[src/hw/rtl/ims_pkg.sv]
// ims_pkg: shared constants, register indexes and the controller/datapath
// command and status types of the Ising Metropolis site updater.
// No dependencies.
package ims_pkg;

   localparam int SIDE_DEF      = 32;
   localparam int RAND_BITS_DEF = 12;

   localparam int ROW_W       = 5;
   localparam int RAND_W      = 12;
   localparam int MAG_W       = 12;
   localparam int FIELD_W     = 16;
   localparam int THR_W       = 60;
   localparam int CSR_IDX_W   = 2;
   localparam int REQ_TDATA_W = 24;
   localparam int RSP_TDATA_W = 16;
   localparam int LOC_W       = 18;

   typedef enum logic [CSR_IDX_W-1:0] {
      CSR_FIELD_H  = 2'd0,
      CSR_THR_UP   = 2'd1,
      CSR_THR_DOWN = 2'd2,
      CSR_UNUSED   = 2'd3
   } csr_index_type;

   typedef enum logic [2:0] {
      ST_CLEAR,
      ST_IDLE,
      ST_RD_NBR,
      ST_RD_CTR,
      ST_EVAL
   } state_type;

   typedef struct packed {
      logic clear_wr;
      logic load_item;
      logic rd_nbr;
      logic rd_ctr;
      logic finish;
   } cmd_type;

   typedef struct packed {
      logic clear_last;
      logic out_free;
   } status_type;

endpackage

[src/hw/rtl/ising_metropolis_site_update.sv]
// Ising Metropolis site updater on a SIDE x SIDE wrapped spin lattice held
// as one row per memory word (two read ports, one write port). An item passes
// from acceptance to result through the accept cycle, a read of the two
// neighbouring rows, a read of the site's own row, then evaluation with
// write-back; the next item is accepted once the result is registered, so no
// new item is taken before the last is through, as the lattice reads are
// sequential. A result waiting at the output holds the block only at
// evaluation. After reset a clearing pass sets the lattice to all up, during
// which no item is taken; configuration writes are taken at any time.
// Depends on ims_pkg, ims_ctrl and ims_datapath.
module ising_metropolis_site_update
   import ims_pkg::*;
#(
   parameter int SIDE      = SIDE_DEF,
   parameter int RAND_BITS = RAND_BITS_DEF
) (
   input  logic                   clock,
   input  logic                   reset,
   input  logic                   req_tvalid,
   output logic                   req_tready,
   // row[4:0], col[9:5], rand_u[21:10], spin_value[22], zero[23]
   input  logic [REQ_TDATA_W-1:0] req_tdata,
   // mode[0]
   input  logic [0:0]             req_tuser,
   output logic                   rsp_tvalid,
   input  logic                   rsp_tready,
   // flipped[0], spin_now[1], magnetization[13:2], zero[15:14]
   output logic [RSP_TDATA_W-1:0] rsp_tdata,
   input  logic                   csr_valid,
   output logic                   csr_ready,
   input  logic [CSR_IDX_W-1:0]   csr_index,
   input  logic [THR_W-1:0]       csr_data
);

   cmd_type          cmd;
   status_type       status;
   logic             out_flipped, out_spin_now;
   logic [MAG_W-1:0] out_magnetization;

   ims_ctrl u_ctrl (
      .clock     (clock),
      .reset     (reset),
      .req_valid (req_tvalid),
      .req_ready (req_tready),
      .status    (status),
      .cmd       (cmd)
   );

   ims_datapath #(
      .SIDE      (SIDE),
      .RAND_BITS (RAND_BITS)
   ) u_datapath (
      .clock             (clock),
      .reset             (reset),
      .cmd               (cmd),
      .status            (status),
      .in_mode           (req_tuser[0]),
      .in_row            (req_tdata[4:0]),
      .in_col            (req_tdata[9:5]),
      .in_rand_u         (req_tdata[21:10]),
      .in_spin_value     (req_tdata[22]),
      .csr_valid         (csr_valid),
      .csr_index         (csr_index),
      .csr_data          (csr_data),
      .rsp_valid         (rsp_tvalid),
      .rsp_ready         (rsp_tready),
      .out_flipped       (out_flipped),
      .out_spin_now      (out_spin_now),
      .out_magnetization (out_magnetization)
   );

   assign csr_ready = 1'b1;
   assign rsp_tdata = {2'b00, out_magnetization, out_spin_now, out_flipped};

endmodule

[src/hw/rtl/ims_ctrl.sv]
// ims_ctrl: sequencing state machine of the site updater.
// Depends on ims_pkg.
module ims_ctrl
   import ims_pkg::*;
(
   input  logic       clock,
   input  logic       reset,
   input  logic       req_valid,
   output logic       req_ready,
   input  status_type status,
   output cmd_type    cmd
);

   state_type state_ff, state_in;

   always_ff @(posedge clock) begin
      if (reset) begin
         state_ff <= ST_CLEAR;
      end else begin
         state_ff <= state_in;
      end
   end

   always_comb begin
      state_in = state_ff;
      unique case (state_ff)
         ST_CLEAR: begin
            if (status.clear_last) state_in = ST_IDLE;
         end
         ST_IDLE: begin
            if (req_valid) state_in = ST_RD_NBR;
         end
         ST_RD_NBR: state_in = ST_RD_CTR;
         ST_RD_CTR: state_in = ST_EVAL;
         ST_EVAL: begin
            if (status.out_free) state_in = ST_IDLE;
         end
         default: state_in = ST_CLEAR;
      endcase
   end

   always_comb begin
      req_ready     = (state_ff == ST_IDLE);
      cmd.clear_wr  = (state_ff == ST_CLEAR);
      cmd.load_item = (state_ff == ST_IDLE) && req_valid;
      cmd.rd_nbr    = (state_ff == ST_RD_NBR);
      cmd.rd_ctr    = (state_ff == ST_RD_CTR);
      cmd.finish    = (state_ff == ST_EVAL) && status.out_free;
   end

endmodule

[src/hw/rtl/ims_datapath.sv]
// ims_datapath: lattice row memory, configuration registers, energy test,
// spin total and result register of the site updater.
// Depends on ims_pkg.
module ims_datapath
   import ims_pkg::*;
#(
   parameter int SIDE      = SIDE_DEF,
   parameter int RAND_BITS = RAND_BITS_DEF
) (
   input  logic                  clock,
   input  logic                  reset,
   input  cmd_type               cmd,
   output status_type            status,
   input  logic                  in_mode,
   input  logic [ROW_W-1:0]      in_row,
   input  logic [ROW_W-1:0]      in_col,
   input  logic [RAND_W-1:0]     in_rand_u,
   input  logic                  in_spin_value,
   input  logic                  csr_valid,
   input  logic [CSR_IDX_W-1:0]  csr_index,
   input  logic [THR_W-1:0]      csr_data,
   output logic                  rsp_valid,
   input  logic                  rsp_ready,
   output logic                  out_flipped,
   output logic                  out_spin_now,
   output logic [MAG_W-1:0]      out_magnetization
);

   localparam int IDX_W = $clog2(SIDE);
   localparam int SITES = SIDE * SIDE;
   localparam int CMP_W = (RAND_BITS > RAND_W) ? RAND_BITS : RAND_W;
   localparam logic [IDX_W-1:0] LAST_IDX = IDX_W'(SIDE - 1);
   localparam logic [MAG_W-1:0] TOTAL_RST = MAG_W'(SITES);
   localparam logic [CMP_W-1:0] RMASK = CMP_W'((64'd1 << RAND_BITS) - 64'd1);

   // one lattice row per word, bit = 1 for an up spin
   logic [SIDE-1:0] lattice_mem [SIDE];

   logic [IDX_W-1:0]   clr_ff;
   logic [FIELD_W-1:0] field_h_ff;
   logic [THR_W-1:0]   thr_up_ff, thr_dn_ff;
   logic [MAG_W-1:0]   total_ff, total_in;

   logic               mode_ff, wval_ff, in_range_ff;
   logic [IDX_W-1:0]   row_ff, col_ff, up_ff, dn_ff;
   logic [CMP_W-1:0]   u_ff;
   logic [SIDE-1:0]    rd_a_ff, rd_b_ff;
   logic               nbr_up_ff, nbr_dn_ff;

   logic               rsp_valid_ff, flipped_ff, spin_now_ff;
   logic [MAG_W-1:0]   mag_ff;

   logic               in_range_in;
   logic [IDX_W-1:0]   row_in, up_in, dn_in, addr_a, lcol, rcol;
   logic               cur, nbr_l, nbr_r, favourable, accept, next_spin, flip;
   logic [2:0]         n_up, k_sel;
   logic [LOC_W-1:0]   loc_field;
   logic [THR_W-1:0]   thr_reg;
   logic [7:0]         shamt;
   logic [63:0]        thr_shift;
   logic [CMP_W-1:0]   thr_val;
   logic [SIDE-1:0]    row_new;

   // configuration
   always_ff @(posedge clock) begin
      if (reset) begin
         field_h_ff <= '0;
         thr_up_ff  <= '0;
         thr_dn_ff  <= '0;
      end else if (csr_valid) begin
         unique case (csr_index_type'(csr_index))
            CSR_FIELD_H:  field_h_ff <= csr_data[FIELD_W-1:0];
            CSR_THR_UP:   thr_up_ff  <= csr_data;
            CSR_THR_DOWN: thr_dn_ff  <= csr_data;
            default: ;
         endcase
      end
   end

   // item capture and wrap addresses
   always_comb begin
      in_range_in = ({{(32-ROW_W){1'b0}}, in_row} < 32'(SIDE))
                 && ({{(32-ROW_W){1'b0}}, in_col} < 32'(SIDE));
      row_in = IDX_W'(in_row);
      up_in  = (row_in == '0) ? LAST_IDX : row_in - 1'b1;
      dn_in  = (row_in == LAST_IDX) ? '0 : row_in + 1'b1;
   end

   always_ff @(posedge clock) begin
      if (cmd.load_item) begin
         mode_ff     <= in_mode;
         wval_ff     <= in_spin_value;
         in_range_ff <= in_range_in;
         row_ff      <= row_in;
         col_ff      <= IDX_W'(in_col);
         up_ff       <= up_in;
         dn_ff       <= dn_in;
         u_ff        <= CMP_W'(in_rand_u) & RMASK;
      end
   end

   // clearing pass
   always_ff @(posedge clock) begin
      if (reset) begin
         clr_ff <= '0;
      end else if (cmd.clear_wr) begin
         clr_ff <= clr_ff + 1'b1;
      end
   end

   assign addr_a = cmd.clear_wr ? clr_ff : (cmd.rd_nbr ? up_ff : row_ff);

   always_ff @(posedge clock) begin
      if (cmd.clear_wr) begin
         lattice_mem[clr_ff] <= '1;
      end else if (cmd.finish && flip) begin
         lattice_mem[row_ff] <= row_new;
      end
   end

   always_ff @(posedge clock) begin
      rd_a_ff <= lattice_mem[addr_a];
      rd_b_ff <= lattice_mem[dn_ff];
   end

   always_ff @(posedge clock) begin
      if (cmd.rd_ctr) begin
         nbr_up_ff <= rd_a_ff[col_ff];
         nbr_dn_ff <= rd_b_ff[col_ff];
      end
   end

   // evaluation on the centre row
   always_comb begin
      lcol  = (col_ff == '0) ? LAST_IDX : col_ff - 1'b1;
      rcol  = (col_ff == LAST_IDX) ? '0 : col_ff + 1'b1;
      cur   = rd_a_ff[col_ff];
      nbr_l = rd_a_ff[lcol];
      nbr_r = rd_a_ff[rcol];
      n_up  = 3'(nbr_up_ff) + 3'(nbr_dn_ff) + 3'(nbr_l) + 3'(nbr_r);
      // 1024 * (2n - 4) + H
      loc_field = LOC_W'({n_up, 11'b0}) - LOC_W'(4096)
                + {{(LOC_W-FIELD_W){field_h_ff[FIELD_W-1]}}, field_h_ff};
      if (cur) begin
         favourable = loc_field[LOC_W-1] || (loc_field == '0);
      end else begin
         favourable = !loc_field[LOC_W-1];
      end
      k_sel     = cur ? n_up : 3'(3'd4 - n_up);
      thr_reg   = cur ? thr_up_ff : thr_dn_ff;
      shamt     = 8'(32'(k_sel) * RAND_BITS);
      thr_shift = {{(64-THR_W){1'b0}}, thr_reg} >> shamt;
      if (shamt >= 8'd64) begin
         thr_val = '0;
      end else begin
         thr_val = CMP_W'(thr_shift[RAND_BITS-1:0]);
      end
      accept    = favourable || (u_ff < thr_val);
      next_spin = mode_ff ? wval_ff : (cur ^ accept);
      flip      = in_range_ff && (next_spin != cur);
      row_new   = rd_a_ff;
      row_new[col_ff] = next_spin;
      total_in  = total_ff + (next_spin ? MAG_W'(2) : MAG_W'(-2));
   end

   always_ff @(posedge clock) begin
      if (reset) begin
         total_ff <= TOTAL_RST;
      end else if (cmd.finish && flip) begin
         total_ff <= total_in;
      end
   end

   // result register
   always_ff @(posedge clock) begin
      if (reset) begin
         rsp_valid_ff <= 1'b0;
      end else if (cmd.finish) begin
         rsp_valid_ff <= 1'b1;
      end else if (rsp_ready) begin
         rsp_valid_ff <= 1'b0;
      end
   end

   always_ff @(posedge clock) begin
      if (cmd.finish) begin
         flipped_ff  <= flip;
         spin_now_ff <= in_range_ff && next_spin;
         mag_ff      <= flip ? total_in : total_ff;
      end
   end

   assign status.clear_last = (clr_ff == LAST_IDX);
   assign status.out_free   = !rsp_valid_ff || rsp_ready;

   assign rsp_valid         = rsp_valid_ff;
   assign out_flipped       = flipped_ff;
   assign out_spin_now      = spin_now_ff;
   assign out_magnetization = mag_ff;

endmodule

[config.mk]
export PLATFORM = sky130hd
export DESIGN_NAME = ising_metropolis_site_update
export DESIGN_NICKNAME = d
export VERILOG_FILES = /design/src/hw/rtl/ims_pkg.sv /design/src/hw/rtl/ising_metropolis_site_update.sv /design/src/hw/rtl/ims_ctrl.sv /design/src/hw/rtl/ims_datapath.sv
export SDC_FILE = /design/constraint.sdc
export NUM_CORES = 2
export LEC_CHECK = 0
export BUFFER_PORTS_ARGS = -buffer_cell sky130_fd_sc_hd__buf_2
export CAP_MARGIN = 20
export CORE_ASPECT_RATIO = 1.1
export CORE_MARGIN = 2
export CORE_UTILIZATION = 55
export DETAILED_ROUTE_END_ITERATION = 16
export PLACE_DENSITY = 0.8
export SYNTH_ARGS = -nofsm -noshare
export SYNTH_HDL_FRONTEND = slang
export SYNTH_SLANG_ARGS = --single-unit
[constraint.sdc]
create_clock -name clock -period 11.3 [get_ports clock]
set_clock_uncertainty 0.05 [all_clocks]
set_input_delay 0.565 -clock clock [delete_from_list [all_inputs] [get_ports clock]]
set_output_delay 0.565 -clock clock [all_outputs]
set_load 0.03 [all_outputs]
==> flow_summary.toml <==
[timing]
tns_ps = 0
rsz0062_at_grt = "no"
max_freq_mhz = 95.4
setup_viol = 0
relSlewSlack = 0.207
worst_pin_slew_ps = 1190
fin_crit_sh = 0.928
hold_viol = 0
final_max_slew_viol_count = 0
period_minus_slack_ps = 10480

[power_and_ir_drop]
ir_drop_v = 0.000150
p_leak_nw = 23.7
power_density_nw_per_um2 = 146

[detailed_routing]
routed-via-count = 36700
antenna_left = 0
wl_per_cell_um = 32.1
drt_pass1_iterations = 5
drt_wl_total_mm = 166
first_iter_violations = 5473
via_per_inst = 7.09
drc = 0

[grt]
grt_max_degree = 152
track_usage = 0.298
antenna_found_initial = 0
grt_pass1_vias = 36600
grt_overflow = 0
grt_first_pass_wirelength_mm = 244

[place]
portBuffers = 105
dp_hpwl_mm = 95.1
gp_congestion = 0.934

[synth]
ys_top_cells_by_area = "edfxtp_1 (54%), mux4_2 (24%), dfxtp_1 (7.3%)"
syn-cell-area_sq_um = 60100
syn_avg_cell_area_sq_um = 17.1
yosysTopAreaCellShare = 0.537
ys_seq_area_frac = 0.610
synth_flop_cell = "edfxtp_1"
syn_inst = 3520
ys_ff_latch = 1293
synth-edff-count = 1073
synth.distinct_cells = 73
async_flop_share = 0
ys_warn_count = 0
synth_largest_area_cell = "edfxtp_1"

[clocking]
clk_path_buf_depth = 3
worst_skew_pair.late_latency_ps = 780
cts_sinks = 1293
numCtsBuffers = 119
cts_tree = "yes"
clk_pin_slew_ps = 70
h-tree-depth = 3
cts-root-buf = "clkbuf_16"

[finish]
nNetsFinal = 3786
num_antenna_cells = 0
final_core_util = 0.620
drive_gt1_frac = 0.324
areaGrowthSynthToFinish_pct = 12.2
fill_cells = 7300

[setup_path]
crit_required_ps = 11900
critPathKind = "reg2reg"
cp_slowest_cell = "a211oi_1"
critPathTopFamily = "simple AND/OR/NAND/NOR gates"
cp.arrival_ps = 11080
cp_max_fo = 33
cpMostUsedCell = "ha_1"
end_kind = "register"
regToRegSetupSlack_ps = 820
worst_path_largest_cell_delay_ps = 630
path_buf_inv = 5
cp-start-kind = "register"

[floorplanning]
die-area_sq_um = 112000
die_x_um = 319
core.rowCount = 127
core-area_sq_um = 109000
ioPinCount = 111
die_h_um = 351
start_util = 0.553

[job]
maxCapViolations = 0

[worst_hold_path]
hp-class = "in2reg"

[outcome]
status = "finished clean"
[placed cells by master, fill, tap and decap left out, types with 47 or more instances in the layout]
| master | netlist | routed |
|---|---|---|
| buf_2 | 5 | 104 |
| a21oi_1 | 198 | 197 |
| mux2i_1 | 116 | 115 |
| o211ai_1 | 64 | 64 |
| edfxtp_1 | 1073 | 1073 |
| nor2_1 | 118 | 85 |
| nand2_1 | 402 | 402 |
| o21ai_0 | 50 | 47 |
| clkbuf_16 | 0 | 121 |
| mux4_2 | 631 | 631 |
| dfxtp_1 | 220 | 220 |
| mux2_2 | 104 | 104 |
| dlygate4sd3_1 | 0 | 47 |
| buf_4 | 6 | 116 |
[path summary, 6_finish.rpt]
| path | from | to | cells after the start |
|---|---|---|---|
| setup / recovery | u_datapath.col_ff[0]$_DFFE_PP_ | u_datapath.total_ff[9]$_SDFFE_PP0P_ | 36 |
| hold / removal | csr_data[2] | u_datapath.field_h_ff[2]$_SDFFE_PP0P_ | 3 |
| setup reg to reg | u_datapath.col_ff[0]$_DFFE_PP_ | u_datapath.total_ff[9]$_SDFFE_PP0P_ | 36 |
| hold reg to reg | u_datapath.thr_dn_ff[35]$_SDFFE_PP0P_ | u_datapath.thr_dn_ff[35]$_SDFFE_PP0P_ | 2 |
[flip-flops by register name, indices dropped and copies added, names as in the netlist, 11 cells and up]
register / cells
u_datapath.rd_a_ff: 32
u_datapath.total_ff: 11
u_datapath.field_h_ff: 16
u_datapath.out_magnetization: 11
u_datapath.thr_dn_ff: 60
u_datapath.lattice_mem: 1024
u_datapath.u_ff: 12
u_datapath.rd_b_ff: 32
u_datapath.thr_up_ff: 60
[per-layer routing]
layer / share of wire / GRT usage / up-vias
met3: 0.12 / 0.0734 / 526
met5: 0 / 0 / -
met2: 0.48 / 0.483 / 2819
li1: - / - / 14600
met4: 0.055 / 0.151 / 0
met1: 0.34 / 0.378 / 18800
[per-stage QoR]
step	hold slack [ps]	setup slack, ps	instances	power, W	area, sq um
2_1_floorplan	382	1100	3522	0.00557	60100
3_3_place_gp	388	827	4908	0.00572	62800
3_5_place_dp	393	614	4908	0.00572	62800
4_1_cts	0.786	575	5181	0.00981	67300
5_1_grt	24.9	47.6	5183	0.0100	67400
6_report	28.8	818	5183	0.00980	67400
[logic make-up after synthesis]
family | after synthesis | share of synthesized area
DFF | 1293 | 0.610
muxes | 853 | 0.276
and+or+nand+nor | 641 | 0.0452
AOI/OAI and AO/OA | 386 | 0.0390
buffers and inverters | 288 | 0.0191
adders and majority gates | 35 | 0.00754
xor gates and xnor gates | 22 | 0.00321
other | 2 | 0.000125
[what timing repair did]
item,CTS,global route
gates resized for setup,0,2
hold endpoints to repair,70,0
hold buffers,47,0
setup buffers,0,0
setup endpoints to repair,0,4
[where the power goes]
part / total (W) / internal (W) / leakage (nW) / switching, W
Clock: 0.00416 / 0.00234 / 1.94 / 0.00182
Combinational: 0.000487 / 0.000197 / 8.82 / 0.000290
Sequential: 0.00516 / 0.00513 / 13.0 / 0.0000244
[cells in the mapped netlist (4+ instances only)]
library cell / count
nand4_1: 7
xnor2_1: 8
mux2i_1: 116
and3_1: 11
xor2_1: 14
nand2_1: 402
nand3b_1: 6
buf_4: 6
dfxtp_1: 220
nand2b_1: 9
o22a_1: 11
a21oi_1: 198
nor3b_1: 4
a211oi_1: 5
o21ai_0: 50
buf_1: 71
nor3_1: 11
nand3_1: 20
clkbuf_1: 184
nor4_1: 9
edfxtp_1: 1073
nor2b_1: 20
mux2_2: 104
and2_1: 7
mux4_2: 631
o211ai_1: 64
buf_2: 5
a31oi_1: 6
ha_1: 33
inv_1: 17
nor2_1: 118
a32oi_1: 8
[worst reg2reg max path, delay by kind of cell (launching register included)]
family          cells  cell delay, ps
flops               1             380
simple gates       11            3350
fa+ha+maj           7            1960
mux                 4            1330
compound gates      8            2350
xor+xnor            1             170
buf+inv             5             770
[area by class of cell]
| class | count | area, sq um | area share |
|---|---|---|---|
| repair buffers | 285 | 2220 | 0.0330 |
| multi-input cells | 1941 | 22600 | 0.336 |
| well taps | 1419 | 1780 | 0.0264 |
| flip-flops and latches | 1293 | 36600 | 0.544 |
| clock buffers | 158 | 3280 | 0.0486 |
| clock inverters | 68 | 734 | 0.0109 |
| inverters | 19 | 78.8 | 0.00117 |
Power figures use the tool's default switching activity.
